## config.mk

```make
export PLATFORM = sky130hd
export DESIGN_NAME = evs_mime_frame_deframer
export DESIGN_NICKNAME = d
export VERILOG_FILES = /design/src/emfd_pkg.sv /design/src/evs_mime_frame_deframer.sv
export SDC_FILE = /design/constraint.sdc
export NUM_CORES = 1
export LEC_CHECK = 0
export BUFFER_PORTS_ARGS = -buffer_cell sky130_fd_sc_hd__buf_4
export CELL_PAD_IN_SITES_DETAIL_PLACEMENT = 1
export CELL_PAD_IN_SITES_GLOBAL_PLACEMENT = 2
export CORE_ASPECT_RATIO = 1.25
export CORE_UTILIZATION = 40
export CTS_BUF_LIST = sky130_fd_sc_hd__clkbuf_4 sky130_fd_sc_hd__clkbuf_8
export CTS_CLUSTER_DIAMETER = 30
export DETAILED_ROUTE_END_ITERATION = 7
export MAX_ROUTING_LAYER = met4
export PLACE_DENSITY_LB_ADDON = 0.05
export RECOVER_POWER = 50
export SLEW_MARGIN = 20
export SYNTH_ARGS = -nofsm -noshare
export SYNTH_HDL_FRONTEND = slang
export SYNTH_SLANG_ARGS = --single-unit
```

## constraint.sdc

```tcl
create_clock -name clk -period 4.9 [get_ports clk]
set_input_delay 0.49 -clock clk [delete_from_list [all_inputs] [get_ports clk]]
set_output_delay 0.49 -clock clk [all_outputs]
set_load 0.05 [all_outputs]
```

## src/emfd_pkg.sv

```systemverilog
// Shared types, constants and lookup tables for the EVS MIME deframer.
// No dependencies; used by the top level and the checker.
`timescale 1ns / 1ps

package emfd_pkg;

  localparam int HEADER_BYTES = 16;
  localparam int MAGIC_BYTES = 12;
  localparam logic [8:0] MAX_FRAME_BYTES = 9'd320;

  localparam logic [3:0] RATE_MASK = 4'hF;
  localparam logic [3:0] RATE_BAD_FIRST = 4'd13;

  typedef enum logic [1:0] {
    KIND_DESC    = 2'd0,
    KIND_PAYLOAD = 2'd1,
    KIND_ERROR   = 2'd2
  } kind_t;

  localparam logic FAULT_MAGIC = 1'b0;
  localparam logic FAULT_CHANNELS = 1'b1;

  typedef enum logic [3:0] {
    PH_HEADER  = 4'b0001,
    PH_TOC     = 4'b0010,
    PH_PAYLOAD = 4'b0100,
    PH_HALTED  = 4'b1000
  } phase_t;

  typedef struct packed {
    logic [1:0] kind;
    logic [7:0] payload_byte;
    logic       amrwb_io_mode;
    logic [3:0] rate_index;
    logic [8:0] frame_bytes;
    logic       bad_frame;
    logic       last_of_frame;
    logic       header_fault;
  } result_t;

  function automatic logic [7:0] magic_byte(input logic [3:0] pos);
    logic [7:0] b;
    unique case (pos)
      4'd0:    b = 8'h23;
      4'd1:    b = 8'h21;
      4'd2:    b = 8'h45;
      4'd3:    b = 8'h56;
      4'd4:    b = 8'h53;
      4'd5:    b = 8'h5F;
      4'd6:    b = 8'h4D;
      4'd7:    b = 8'h43;
      4'd8:    b = 8'h31;
      4'd9:    b = 8'h2E;
      4'd10:   b = 8'h30;
      4'd11:   b = 8'h0A;
      default: b = 8'h00;
    endcase
    return b;
  endfunction

  function automatic logic [8:0] primary_len(input logic [3:0] idx);
    logic [8:0] n;
    unique case (idx)
      4'd0:    n = 9'd7;
      4'd1:    n = 9'd18;
      4'd2:    n = 9'd20;
      4'd3:    n = 9'd24;
      4'd4:    n = 9'd33;
      4'd5:    n = 9'd41;
      4'd6:    n = 9'd61;
      4'd7:    n = 9'd80;
      4'd8:    n = 9'd120;
      4'd9:    n = 9'd160;
      4'd10:   n = 9'd240;
      4'd11:   n = 9'd320;
      4'd12:   n = 9'd6;
      default: n = 9'd0;
    endcase
    return n;
  endfunction

  function automatic logic [8:0] amrwb_len(input logic [3:0] idx);
    logic [8:0] n;
    unique case (idx)
      4'd0:    n = 9'd17;
      4'd1:    n = 9'd23;
      4'd2:    n = 9'd32;
      4'd3:    n = 9'd36;
      4'd4:    n = 9'd40;
      4'd5:    n = 9'd46;
      4'd6:    n = 9'd50;
      4'd7:    n = 9'd58;
      4'd8:    n = 9'd60;
      4'd9:    n = 9'd5;
      default: n = 9'd0;
    endcase
    return n;
  endfunction

  function automatic logic [8:0] frame_len(input logic mode, input logic [3:0] idx);
    logic [8:0] n;
    n = mode ? amrwb_len(idx) : primary_len(idx);
    return (n > MAX_FRAME_BYTES) ? MAX_FRAME_BYTES : n;
  endfunction

endpackage

```

## src/evs_mime_frame_deframer.sv

```systemverilog
// Top level of the EVS MIME storage-format deframer: header check, ToC decode
// and payload pass-through, with a result register and a skid stage.
// Depends on emfd_pkg.
//
//   channel   direction  handshake                   payload
//   stream    in         stream_valid/stream_stall   stream_byte
//   result    out        result_valid/result_stall   result_kind .. header_fault
//
// One byte per cycle while stream_stall is low; every beat is decoded in the
// cycle it is accepted and any result it gives is registered.
// The first 16 beats are header; a bad header gives one error result and
// then every beat is dropped until rst. stream_stall rises only while the
// skid stage holds a result behind a stalled output register.
`timescale 1ns / 1ps

module evs_mime_frame_deframer (
  input  logic       clk,
  input  logic       rst,
  input  logic       stream_valid,
  output logic       stream_stall,
  input  logic [7:0] stream_byte,
  output logic       result_valid,
  input  logic       result_stall,
  output logic [1:0] result_kind,
  output logic [7:0] payload_byte,
  output logic       amrwb_io_mode,
  output logic [3:0] rate_index,
  output logic [8:0] frame_bytes,
  output logic       bad_frame,
  output logic       last_of_frame,
  output logic       header_fault
);

  localparam logic [4:0] HEADER_LAST = 5'(emfd_pkg::HEADER_BYTES - 1);
  localparam logic [4:0] MAGIC_END = 5'(emfd_pkg::MAGIC_BYTES);

  emfd_pkg::phase_t  phase, phase_next;
  logic [4:0]        header_position, header_position_next;
  logic              magic_matched, magic_matched_next;
  logic [31:0]       channel_accumulator, channel_accumulator_next;
  logic [8:0]        payload_remaining, payload_remaining_next;

  emfd_pkg::result_t res_next, out_reg, skid_reg;
  logic              res_hit;
  logic              out_valid, skid_full;
  logic              accept, out_fire;

  logic              toc_mode;
  logic [3:0]        toc_idx;
  logic [8:0]        toc_len;

  assign accept = stream_valid && !stream_stall;
  assign out_fire = out_valid && !result_stall;
  assign stream_stall = skid_full;

  assign toc_mode = stream_byte[5];
  assign toc_idx = stream_byte[3:0] & emfd_pkg::RATE_MASK;
  assign toc_len = emfd_pkg::frame_len(toc_mode, toc_idx);

  always_comb begin
    phase_next = phase;
    header_position_next = header_position;
    magic_matched_next = magic_matched;
    channel_accumulator_next = channel_accumulator;
    payload_remaining_next = payload_remaining;
    res_next = '0;
    res_hit = 1'b0;
    unique case (phase)
      emfd_pkg::PH_HEADER: begin
        if (header_position < MAGIC_END) begin
          if (stream_byte != emfd_pkg::magic_byte(header_position[3:0])) begin
            magic_matched_next = 1'b0;
          end
        end else begin
          channel_accumulator_next = {channel_accumulator[23:0], stream_byte};
        end
        header_position_next = header_position + 5'd1;
        if (header_position == HEADER_LAST) begin
          if (!magic_matched || channel_accumulator_next != 32'd1) begin
            res_hit = 1'b1;
            res_next.kind = emfd_pkg::KIND_ERROR;
            res_next.header_fault = magic_matched ? emfd_pkg::FAULT_CHANNELS
                                                  : emfd_pkg::FAULT_MAGIC;
            phase_next = emfd_pkg::PH_HALTED;
          end else begin
            phase_next = emfd_pkg::PH_TOC;
          end
        end
      end
      emfd_pkg::PH_TOC: begin
        res_hit = 1'b1;
        res_next.kind = emfd_pkg::KIND_DESC;
        res_next.amrwb_io_mode = toc_mode;
        res_next.rate_index = toc_idx;
        res_next.frame_bytes = toc_len;
        res_next.bad_frame = (toc_idx >= emfd_pkg::RATE_BAD_FIRST);
        res_next.last_of_frame = (toc_len == 9'd0);
        if (toc_len != 9'd0) begin
          payload_remaining_next = toc_len;
          phase_next = emfd_pkg::PH_PAYLOAD;
        end
      end
      emfd_pkg::PH_PAYLOAD: begin
        res_hit = 1'b1;
        res_next.kind = emfd_pkg::KIND_PAYLOAD;
        res_next.payload_byte = stream_byte;
        if (payload_remaining != 9'd0) begin
          payload_remaining_next = payload_remaining - 9'd1;
        end
        if (payload_remaining_next == 9'd0) begin
          res_next.last_of_frame = 1'b1;
          phase_next = emfd_pkg::PH_TOC;
        end
      end
      emfd_pkg::PH_HALTED: begin
      end
      default: begin
        phase_next = emfd_pkg::PH_HALTED;
      end
    endcase
  end

  always_ff @(posedge clk) begin
    if (rst) begin
      phase <= emfd_pkg::PH_HEADER;
      header_position <= '0;
      magic_matched <= 1'b1;
      channel_accumulator <= '0;
      payload_remaining <= '0;
    end else if (accept) begin
      phase <= phase_next;
      header_position <= header_position_next;
      magic_matched <= magic_matched_next;
      channel_accumulator <= channel_accumulator_next;
      payload_remaining <= payload_remaining_next;
    end
  end

  always_ff @(posedge clk) begin
    if (rst) begin
      out_valid <= 1'b0;
      skid_full <= 1'b0;
    end else if (skid_full) begin
      if (out_fire) begin
        skid_full <= 1'b0;
      end
    end else if (accept && res_hit) begin
      if (!out_valid || out_fire) begin
        out_valid <= 1'b1;
      end else begin
        skid_full <= 1'b1;
      end
    end else if (out_fire) begin
      out_valid <= 1'b0;
    end
  end

  always_ff @(posedge clk) begin
    if (skid_full) begin
      if (out_fire) begin
        out_reg <= skid_reg;
      end
    end else if (accept && res_hit) begin
      if (!out_valid || out_fire) begin
        out_reg <= res_next;
      end else begin
        skid_reg <= res_next;
      end
    end
  end

  assign result_valid = out_valid;
  assign result_kind = out_reg.kind;
  assign payload_byte = out_reg.payload_byte;
  assign amrwb_io_mode = out_reg.amrwb_io_mode;
  assign rate_index = out_reg.rate_index;
  assign frame_bytes = out_reg.frame_bytes;
  assign bad_frame = out_reg.bad_frame;
  assign last_of_frame = out_reg.last_of_frame;
  assign header_fault = out_reg.header_fault;

endmodule

```

**Yosys cells after proc, flatten, opt, wreduce, memory -nomap -nowiden**

Memory sizes are Yosys's and may differ from the RTL's. A register that Yosys moved wholly into a read port is not among the register bits.
Index checks and enable logic that the tools add are counted.

- Memories: 3
- Word-level logic and storage cells: 113
- Bits in registers: 107
- Bits in read-only memories: 352

Memories:

| memory | depth | bits a word | rd ports | clocked after memory_dff | wr ports | line | text |
|---|---|---|---|---|---|---|---|
| (name not given) | 16 | 9 | 1 | 0 | 0 | emfd_pkg.sv:63 | `unique case (idx)` |
| (name not given) | 16 | 7 | 1 | 1 | 0 | emfd_pkg.sv:43 | `unique case (pos)` |
| (name not given) | 16 | 6 | 1 | 0 | 0 | emfd_pkg.sv:84 | `unique case (idx)` |

- Eq/ne operators: 12
- Reductions and logical operators: 25
- Mux-type cells: 42
- $add $sub $neg: 2
- Magnitude comparators: 3
- Bitwise operators: 3

Operator list:

| kind | count |
|---|---|
| 27-bit two-way mux | 4 |
| 32-bit two-way mux | 2 |
| 9-bit two-way mux | 5 |
| 32-bit by 1-bit != test with 1-bit output (second input constant) | 1 |
| 4-bit two-way mux | 6 |
| 8-bit two-way mux | 3 |
| 9-bit zero test | 2 |
| 9-bit one-hot mux with 2 select lines | 1 |
| 9-bit nonzero test | 2 |
| 4-bit one-hot mux with 4 select lines | 1 |
| 15-bit two-way mux | 1 |
| 1-bit two-way mux | 14 |
| 3-bit AND reduction | 4 |
| 9-bit greater-than comparator (second input constant) | 1 |
| 9-bit by 1-bit subtractor with 9-bit output (second input constant) | 1 |
| 8-bit != test | 1 |
| 2-bit nonzero test | 4 |
| 2-bit != test (second input constant) | 3 |
| 5-bit by 1-bit adder with 5-bit output (second input constant) | 1 |
| 5-bit by 4-bit equality test with 1-bit output (second input constant) | 1 |
| 5-bit by 4-bit < comparator with 1-bit output (second input constant) | 1 |
| 5-bit AND reduction | 1 |
| 4-bit by 1-bit equality test with 1-bit output (second input constant) | 1 |
| 4-bit by 2-bit equality test with 1-bit output (second input constant) | 1 |
| other kinds (14) | 25 |

**Longest topological paths before layout**

- Depth after elaboration: 11
- Gate-level depth with buffers: 12

**Worst setup path after synthesis**

OpenSTA, ideal clock, no wires.

- Path type: input to register
- Start point: input port stream_byte[2]
- End point: register out_reg (netlist bit amrwb_io_mode) (enable)
- Buffers on the path: 2
- Setup time: 0.453 ns
- Cell stages on the path: 8
- Data required time: 4.447 ns
- Arrival: 3.489 ns
- Slack: 0.958 ns
- Path through: buf_2 buf_4 nor3_1 nand4_1 a211oi_1 a21oi_1 o21ai_0 a21boi_0

- Longest elaborated chain between the ends: 10

Ends and longest elaborated chain:

| what | line | text |
|---|---|---|
| start: declaration | evs_mime_frame_deframer.sv:21 | `input logic [7:0] stream_byte,` |
| 32-bit two-way mux | evs_mime_frame_deframer.sv:70 | `if (header_position < MAGIC_END) begin` |
| 32-bit two-way mux | evs_mime_frame_deframer.sv:68 | `unique case (phase)` |
| 32-bit by 1-bit != test with 1-bit output | evs_mime_frame_deframer.sv:79 | `if (!magic_matched \|\| channel_accumulator_next != 32'd1) begin` |
| 1-bit logical OR | evs_mime_frame_deframer.sv:79 |  |
| 1-bit two-way mux | evs_mime_frame_deframer.sv:79 |  |
| 1-bit two-way mux | evs_mime_frame_deframer.sv:78 | `if (header_position == HEADER_LAST) begin` |
| 1-bit one-hot mux with 2 select lines | evs_mime_frame_deframer.sv:68 |  |
| 1-bit logical AND | evs_mime_frame_deframer.sv:163 | `end else if (accept && res_hit) begin` |
| 2-bit nonzero test (no source line) | n/a |  |
| 3-bit AND reduction (no source line) | n/a |  |
| end signal: assignment | evs_mime_frame_deframer.sv:161 | `out_reg <= skid_reg;` |
| end signal: assignment | evs_mime_frame_deframer.sv:165 | `out_reg <= res_next;` |
| end: declaration | evs_mime_frame_deframer.sv:43 | `emfd_pkg::result_t res_next, out_reg, skid_reg;` |

No other way between the ends. The select of a mux whose other input is x is not followed.
A chain may end at the register's enable or synchronous reset.

==> flow_summary.yaml <==
yosys:
  synth_top_family_by_area: "simple AND/OR/NAND/NOR gates"
  synth_enable_flop_cells: 54
  netlist.area_leader.share: 0.2880
  syn_area_um2: 5630
  synth_seq_cells: 114
  synth-xor-area-share: 0.01711
  async_flop_share: 0
  synth_simple_gate_area_share: 0.2076
  synth_fa_ha_area_frac: 0.03778
  synth_compound_area_frac: 0.1558
  yosysWarnings: 0
  synth-main-ff-cell: "dfxtp_1"
  yosysUniqueCellTypes: 70
  seq_area_frac_synth: 0.5013
  yosys-top-cells-area: "edfxtp_1 (29%), dfxtp_1 (21%), nand2_1 (7.0%)"
  syn_nets: 615
  yosysTopAreaCell: "edfxtp_1"
  synth_common_cells: "nand2_1 (105), dfxtp_1 (60), edfxtp_1 (54)"
  yosysMostFrequentCell: "nand2_1"
  syn_avg_cell_area_um2: 9.608
  muxShareOfSynthArea: 0.04156
  netlist_instances: 586
placed_design:
  gp_congestion: 0.8120
  dp_slack_ns: 1.625
  hpwl_mm: 10.62
  port_buffers: 40
worst_setup_path:
  crit_fanout: 33
  end_kind: "flip-flop"
  critPathRequiredTime_ns: 5.25
  path_class: "reg -> reg"
  start_kind: "flip-flop"
  arrival_ns: 4.05
  rrSetupSlack_ns: 1.20
detailed_routing:
  ant_nets: 0
  via_per_inst: 5.622
  route.detailed.drc: 0
  drt_first_pass_iters: 4
  vias: 4520
  drt_iter0_drc: 158
  wl_per_cell_um: 19.12
  routed_wirelength_mm: 15.37
grt:
  top_usage_layer: "met2"
  grtUsageMet2: 0.4030
  grt_usage: 0.2303
  grt_max_degree: 50
  use_met3: 0.04537
  use_met1: 0.2679
  grt_pass1_vias: 4640
  grt_pass1_wl_mm: 24.58
  antenna_found_initial: 0
  grt-ovfl-total: 0
floorplanning:
  row_count: 48
  core_region_area_um2: 13750
  pin_count: 41
  dieArea_um2: 14560
  fp.dieH_um: 134.6
  die_w_um: 108.1
  start_util: 0.4094
clocking:
  clock-sinks: 114
  clkSlewWorstSetupHoldPaths_ns: 0.07
  cts_root_buffer: "clkbuf_8"
  cts_buffers: 17
  post_cts_resized: 0
  tritoncts: "built"
  postCtsSetupRepairBufs: 0
  worstSkewPairLatency_ns: 0.43
  postCtsHoldBufs: 0
  clk_path_buf_depth: 2
  cts_max_level: 4
sta:
  period_share: 0.7553
  setup_viol: 0
  slew_viol_final: 0
  fin_setup_tns_ns: 0
  finalClockSkew_ns: 0.01117
  slew_headroom: 0.06066
  worst_pin_slew_ns: 1.409
  setup_slack_ns: 1.199
  finalCriticalPeriod_ns: 3.701
  hold_viol: 0
  rsz0062_at_grt: "false"
  fmax_mhz: 270.2
cells_and_area:
  largest_reg_flops: 32
  area_growth_pct: 11.69
  nNetsFinal: 645
  n_antenna_cell: 0
  final_util: 0.4572
  drive_above_1_share: 0.1208
pwr:
  vdd_drop_max_uv: 132.3
  power_density_nw_per_um2: 360.0
  p_leak_uw: 0.002227
  p_total_uw: 2264
status:
  outcome: "finished clean"
worst_hold_path:
  hold_path.class: "in -> reg"
job:
  drv_cap: 0
## final timing paths
kind	start	depth (start not counted)	end
setup / recovery	stream_stall	10	flip-flop
setup reg to reg	stream_stall	10	flip-flop
hold reg to reg	channel_accumulator[31]	2	channel_accumulator[31]
hold / removal	stream_byte[6]	3	channel_accumulator[6]
## area by class of cell
class,instances,area [µm²]
clock inverters,9,53.80
repair buffers,47,229.0
inverters,19,71.32
clock buffers,23,304.0
multi-input cells,417,2589
fillers,1586,7465
well taps,175,219.0
flip-flops and latches,114,2823
## per-layer routing
layer	wire length [µm]	up-vias
li1	-	2186
met1	6631	2272
met2	8321	51
met3	300	11
met4	121	0
met5	0	-
## through the flow
stage          cells  hold WS (ns)  cell area [µm²]
6_report         804        0.3461             6289
5_1_grt          804        0.3284             6289
4_1_cts          804        0.3204             6421
3_5_place_dp     772        0.4474             6063
3_3_place_gp     772        0.4424             6063
2_1_floorplan    586        0.4360             5630
## layout by cell type (no fill, tap or decap), drive strengths merged, types with 14 or more instances in the layout
| cell | netlist | layout |
|---|---|---|
| o21ai | 23 | 23 |
| nor4 | 14 | 14 |
| buf | 9 | 14 |
| mux2 | 16 | 16 |
| o31ai | 18 | 18 |
| a21oi | 44 | 44 |
| nand2 | 105 | 105 |
| clkbuf | 27 | 56 |
| edfxtp | 54 | 54 |
| dfxtp | 60 | 60 |
| inv | 19 | 23 |
| ha | 17 | 17 |
| nor2 | 41 | 41 |
## report_power, final
group | total, µW | switching (µW) | internal (µW) | leakage (µW)
combinational | 382 | 245 | 136 | 0.00105
sequential | 1080 | 39.1 | 1040 | 0.000980
clock | 805 | 392 | 413 | 0.000198
## cell families (layout without fill, tap and decap cells)
family,after synthesis,after routing
compound gates,133,133
fa+ha+maj,17,17
buf+inv,55,98
mux,21,21
simple gates,235,235
flops,114,114
xor+xnor,11,11
## worst max-delay path: stages (launching register included)
cell,delay [ns]
dfxtp_1,0.38
clkbuf_1,1.04
nor2b_1,0.10
clkbuf_1,0.30
nand2_1,0.27
nand2_1,0.11
a21oi_1,0.50
inv_1,0.14
ha_1,0.36
mux2_2,0.29
o22ai_1,0.13
Note: power is estimated with default switching activity, not from simulation.
